`src/scp_pkg.sv`:
```
// ----------------------------------------------------------------------------
// scp_pkg: shared types and constants of the spectrogram column plotter
// Field widths, register codes, sequencer states and the pixel mapping.
// ----------------------------------------------------------------------------
package scp_pkg;

   localparam int DEF_MAX_ROWS    = 256;
   localparam int DEF_MAX_COLUMNS = 512;
   localparam int DEF_MAX_BINS    = 4096;

   localparam int MAG_W      = 16;
   localparam int READ_ROW_W = 8;
   localparam int READ_COL_W = 9;
   localparam int PIX_W      = 8;

   localparam int BIN_W      = 13;
   localparam int ROWS_W     = 9;
   localparam int COLS_W     = 10;
   localparam int MARK_W     = 9;

   localparam int CSR_IDX_W  = 3;
   localparam int CSR_DATA_W = 13;

   localparam logic [BIN_W-1:0]  BIN_COUNT_RST    = 13'd512;
   localparam logic [ROWS_W-1:0] ROWS_USED_RST    = 9'd256;
   localparam logic [COLS_W-1:0] COLUMNS_USED_RST = 10'd512;

   localparam logic [BIN_W-1:0]  COUNTER_MAX = 13'd8191;

   localparam int GAIN    = 3 * 127;
   localparam int GAIN_SQ = GAIN * GAIN;
   localparam int PIX_BASE = 128;
   localparam int PIX_CAP  = 127;
   localparam int PIX_MARK = 255;

   localparam int MUL_A_W  = 18;
   localparam int MUL_B_W  = 16;
   localparam int PROD_W   = MUL_A_W + MUL_B_W;
   localparam int OPND_W   = ROWS_W + BIN_W;
   localparam int RES_W    = 13;
   localparam int ROOT_W   = 9;
   localparam int REM_W    = 12;
   localparam int STEP_W   = 4;
   localparam int DIV_STEPS  = 13;
   localparam int SQRT_STEPS = 9;

   typedef enum logic [CSR_IDX_W-1:0] {
      CSR_BIN_COUNT    = 3'd0,
      CSR_ROWS_USED    = 3'd1,
      CSR_COLUMNS_USED = 3'd2,
      CSR_COMBINE_BINS = 3'd3,
      CSR_START_COLUMN = 3'd4
   } csr_index_type;

   typedef enum logic [3:0] {
      ST_CLEAR,
      ST_IDLE,
      ST_RD_MEM,
      ST_RD_OUT,
      ST_BIN_EVAL,
      ST_MUL_PIX,
      ST_SQRT_GO,
      ST_SQRT_WAIT,
      ST_MUL_END,
      ST_DIV_GO,
      ST_DIV_WAIT,
      ST_BIN_DONE,
      ST_FILL
   } state_type;

   typedef enum logic {
      OP_DIV,
      OP_SQRT
   } iter_op_type;

   typedef struct packed {
      logic              start;
      iter_op_type       op;
      logic [OPND_W-1:0] operand;
      logic [ROWS_W-1:0] divisor;
   } iter_cmd_type;

   typedef struct packed {
      logic             done;
      logic [RES_W-1:0] result;
   } iter_sts_type;

   // 128 + min(127, root)
   function automatic logic [PIX_W-1:0] pixel_of_root(logic [ROOT_W-1:0] root);
      logic [6:0] y;
      y = (root > ROOT_W'(PIX_CAP)) ? 7'(PIX_CAP) : root[6:0];
      return PIX_W'(PIX_BASE) + {1'b0, y};
   endfunction

endpackage

```
`src/scp_iter_unit.sv`:
```
// ----------------------------------------------------------------------------
// scp_iter_unit: shared shift-and-subtract unit
// Restoring division (13 quotient bits) or integer square root (9 root bits),
// one compare/subtract per cycle; done pulses in the cycle after the last step.
// ----------------------------------------------------------------------------
module scp_iter_unit import scp_pkg::*; (
   input  logic         clock,
   input  logic         reset,
   input  iter_cmd_type cmd,
   output iter_sts_type sts
);

   logic              busy_ff, busy_in;
   logic              done_ff, done_in;
   iter_op_type       op_ff, op_in;
   logic [REM_W-1:0]  rem_ff, rem_in;
   logic [OPND_W-1:0] src_ff, src_in;
   logic [RES_W-1:0]  res_ff, res_in;
   logic [STEP_W-1:0] cnt_ff, cnt_in;
   logic [ROWS_W-1:0] div_ff, div_in;

   logic              sqrt_op;
   logic [REM_W-1:0]  shifted;
   logic [REM_W-1:0]  trial;
   logic [REM_W:0]    diff;
   logic              fits;

   always_comb begin
      sqrt_op = (op_ff == OP_SQRT);
      shifted = sqrt_op ? {rem_ff[REM_W-3:0], src_ff[OPND_W-1 -: 2]}
                        : {rem_ff[REM_W-2:0], src_ff[OPND_W-1]};
      trial   = sqrt_op ? {res_ff[REM_W-3:0], 2'b01}
                        : {{(REM_W-ROWS_W){1'b0}}, div_ff};
      diff    = {1'b0, shifted} - {1'b0, trial};
      fits    = ~diff[REM_W];
   end

   always_comb begin
      busy_in = busy_ff;
      done_in = 1'b0;
      op_in   = op_ff;
      rem_in  = rem_ff;
      src_in  = src_ff;
      res_in  = res_ff;
      cnt_in  = cnt_ff;
      div_in  = div_ff;
      if (cmd.start) begin
         busy_in = 1'b1;
         op_in   = cmd.op;
         res_in  = '0;
         div_in  = cmd.divisor;
         if (cmd.op == OP_SQRT) begin
            rem_in = '0;
            src_in = cmd.operand;
            cnt_in = STEP_W'(SQRT_STEPS - 1);
         end else begin
            rem_in = REM_W'(cmd.operand[OPND_W-1:RES_W]);
            src_in = {cmd.operand[RES_W-1:0], {(OPND_W-RES_W){1'b0}}};
            cnt_in = STEP_W'(DIV_STEPS - 1);
         end
      end else if (busy_ff) begin
         rem_in = fits ? diff[REM_W-1:0] : shifted;
         res_in = {res_ff[RES_W-2:0], fits};
         src_in = sqrt_op ? {src_ff[OPND_W-3:0], 2'b00} : {src_ff[OPND_W-2:0], 1'b0};
         cnt_in = cnt_ff - STEP_W'(1);
         if (cnt_ff == '0) begin
            busy_in = 1'b0;
            done_in = 1'b1;
         end
      end
   end

   always_ff @(posedge clock) begin
      if (reset) begin
         busy_ff <= 1'b0;
         done_ff <= 1'b0;
      end else begin
         busy_ff <= busy_in;
         done_ff <= done_in;
      end
      op_ff  <= op_in;
      rem_ff <= rem_in;
      src_ff <= src_in;
      res_ff <= res_in;
      cnt_ff <= cnt_in;
      div_ff <= div_in;
   end

   assign sts.done   = done_ff;
   assign sts.result = res_ff;

endmodule

```
`config.mk`:
```
export PLATFORM = sky130hd
export DESIGN_NAME = scp_iter_unit
export DESIGN_NICKNAME = d
export VERILOG_FILES = /design/src/scp_pkg.sv /design/src/scp_iter_unit.sv
export SDC_FILE = /design/constraint.sdc
export NUM_CORES = 1
export LEC_CHECK = 0
export ABC_AREA = 1
export ABC_CLOCK_PERIOD_IN_PS = 4150
export BUFFER_PORTS_ARGS = -buffer_cell sky130_fd_sc_hd__buf_4
export CORE_ASPECT_RATIO = 0.9
export CORE_UTILIZATION = 63
export CTS_CLUSTER_SIZE = 16
export DETAILED_ROUTE_END_ITERATION = 12
export PLACE_DENSITY = 0.87
export RECOVER_POWER = 25
export SLEW_MARGIN = 30
export SYNTH_ARGS = -nofsm -noshare
export SYNTH_HDL_FRONTEND = slang
export SYNTH_SLANG_ARGS = --single-unit
```
`constraint.sdc`:
```
create_clock -name clock -period 4.15 [get_ports clock]
set_input_delay 0.2075 -clock clock [delete_from_list [all_inputs] [get_ports clock]]
set_output_delay 0.2075 -clock clock [all_outputs]
set_load 0.1 [all_outputs]
```
==> results_dict.tcl <==
set metrics [dict create \
    status "finished with violations" \
    violations "max-capacitance violations, max-slew violations" \
    cts.repair.resized 0 \
    dieWidth_um 83.08 \
    post_dp_cell_area_um2 4089 \
    vias_per_cell 5.841 \
    rrSetupSlack_ps 830 \
    ctsHtreeMaxLevel 3 \
    period_needed_ps 3318 \
    place_ws_ps 907.9 \
    required_ps 4230 \
    slew_violations 38 \
    path_clk_slew_ps 70 \
    grt_max_degree 38 \
    reg2reg_depth 14 \
    worstReg2RegEnd "rem_ff[9]" \
    diodes 0 \
    powerDensity_nw_per_um2 486.5 \
    crit_arrival_ps 3400 \
    grt_pass1_vias 2972 \
    setup_ws_ps 832.4 \
    post-cts-setup-buffers 0 \
    finalSetupViolCount 0 \
    fin_worst_skew_ps 10.29 \
    critical_path.top_delay_family "simple AND/OR/NAND/NOR gates" \
    cp_slowest_stage_delay_ps 370 \
    dieArea_um2 6229 \
    ys_seq_area_share_pct 45.92 \
    multi_input_area_um2 1655 \
    postSynthCellCount 457 \
    maxCapViolCount 1 \
    cts_tree "yes" \
    drt_iter0_markers 380 \
    vdd.ir_drop.worst_v 0.0003212 \
    drt_pass1_iterations 6 \
    fin_util_pct 74.33 \
    worstSetupStartpointType "register" \
    wl_per_cell_um 15.45 \
    min-delay-path-class "input pin to register" \
    syn_nets 506 \
    core_area_um2 5693 \
    worstSetupPathType "register to register" \
    syn2layout_area_growth_pct 13.53 \
    end_kind "register" \
    fin_tns_setup_ps 0 \
    drc_errors 0 \
    worstMarginPinSlew_ps 1699 \
    place.gp.congestion 1.007 \
    cts.sinks 62 \
    crit_chain "buf_4, inv_2, or2_2, o21ai_0, inv_1, ha_1, nand2_1, nand2_1, inv_2, nand2_1, nand2_2, nand3_2, o21ai_0, nor2_1" \
    rsz0062_at_grt "no" \
    rr_startpoint "op_ff" \
    hold_violations 0 \
    clock_path_buffers 2 \
    fp.dieH_um 74.97 \
    fin_crit_sh_pct 79.94 \
    path_common_cell "nand2_1" \
    grt_pass1_wl_um 13920 \
    clock_latency_ps 340 \
    min_path_cells 2 \
    grt_overflow 0 \
    fin_nets 547 \
    cp-startpoint "op_ff" \
    synth_cell_type_count 32 \
    post_synth.cell_area_avg_um2 8.156 \
    via_count 3347 \
    initial_core_util_pct 65.47 \
    max_freq_mhz 301.4 \
    cp.depth 14 \
    ios 49 \
    grt_usage_pct 29.16 \
    clk_root_buffer_cell "clkbuf_8" \
    layout-drive-gt1-share_pct 16.70 \
    slowest_stage "ha_1" \
    totalWireLength_um 8851 \
    hpwl_um 6599 \
    portBuffers 48 \
    row_count 26 \
    power_mw 2.059 \
    cts_hold_buf 0 \
    critPathCapture "rem_ff[9]" \
    critical_path_buf_inv_count 4 \
    slew_headroom_pct -13.24 \
    crit_path_max_fanout 32 \
    netlist_area_um2 3727 \
    ys_seq_elements 62 \
    ys_warn_count 0 \
    finalInstanceArea_um2 4232 \
    numCtsBuffers 9 \
    leakage_nw 1.919 \
    final_common_cell "nand2_1" \
    regArea_um2 1712 \
    fill_cells 431 \
    final_cell_mix "106 x nand2_1, 57 x inv_1, 54 x nor2_1" \
    antenna_found_initial 0 \
    postRouteAntennaNets 0 \
]
-- where the power goes --
part           switching (mW)  total [mW]  internal, mW
combinational           0.515       0.798         0.283
clock                   0.233       0.448         0.214
sequential             0.0409       0.813         0.773
total                   0.789        2.06          1.27
-- registers in the layout, summed over array words and instances, names as in the netlist --
name     count
cnt_ff       4
div_ff       9
src_ff      22
op_ff        1
busy_ff      1
res_ff      13
done_ff      1
rem_ff      11
-- synthesized netlist by cell type, drive strengths merged --
master	instances	area [µm²]
o31ai	19	142.6
dfxtp	15	300.3
a21oi	10	53.80
a32o	1	10.01
edfxtp	47	1411
o22ai	11	68.82
xor2	1	8.760
nand2	108	410.4
or2	9	56.30
inv	61	229.0
clkbuf	4	15.01
ha	13	162.7
nor2	56	215.2
buf	20	116.4
nor4b	1	8.760
a22oi	13	97.59
nand3	28	175.2
o21ai	24	120.1
fa	1	20.02
xnor2	2	17.52
nand4	13	87.58
-- cell families (layout without fill, tap and decap cells) --
kind of cell               after synthesis  after routing  synth area share, %
and+or+nand+nor                        215            215                25.58
buffers and inverters                   85            131                9.667
AOI/OAI and AO/OA                       78             78                13.23
DFF                                     62             62                45.92
adders and majority gates               14             14                4.901
xor gates and xnor gates                 3              3               0.7051
-- cell type report --
type	count	share of cell area, %
Clock buffer	10	3.016
Clock inverter	6	0.8870
Inverter	61	5.411
Multi-Input combinational cell	310	39.12
Sequential cell	62	40.45
Tap cell	70	2.070
Timing Repair Buffer	54	9.048
-- worst reg2reg max path, delay by kind of cell (launching register included) --
| family | cells | cell delay [ps] |
|---|---|---|
| AOI/OAI and AO/OA | 2 | 410 |
| adders and majority gates | 1 | 370 |
| buffers and inverters | 4 | 730 |
| DFF | 1 | 350 |
| and+or+nand+nor | 7 | 1180 |
-- worst min-delay path by stage --
stage                         end  start
final                     busy_ff  reset
after global routing      busy_ff  reset
after CTS                 busy_ff  reset
after detailed placement  busy_ff  reset
after global placement    busy_ff  reset
after floorplan           busy_ff  reset
-- layer usage --
metal  up-vias  global-route usage, %  part of all wire (%)
met5         -                      0                     0
met4         0                  12.45                   2.8
met3        25                  7.237                   7.6
met2       171                  48.45                    48
met1      1528                  37.29                    42
li1       1623                      -                     -
-- through the flow --
step           instances  hold slack (ps)
2_1_floorplan        457            276.6
3_3_place_gp         557            373.9
3_5_place_dp         557            379.3
4_1_cts              573            26.42
5_1_grt              573            18.49
6_report             573            31.00
No activity file was read; power rests on OpenSTA's default activity.
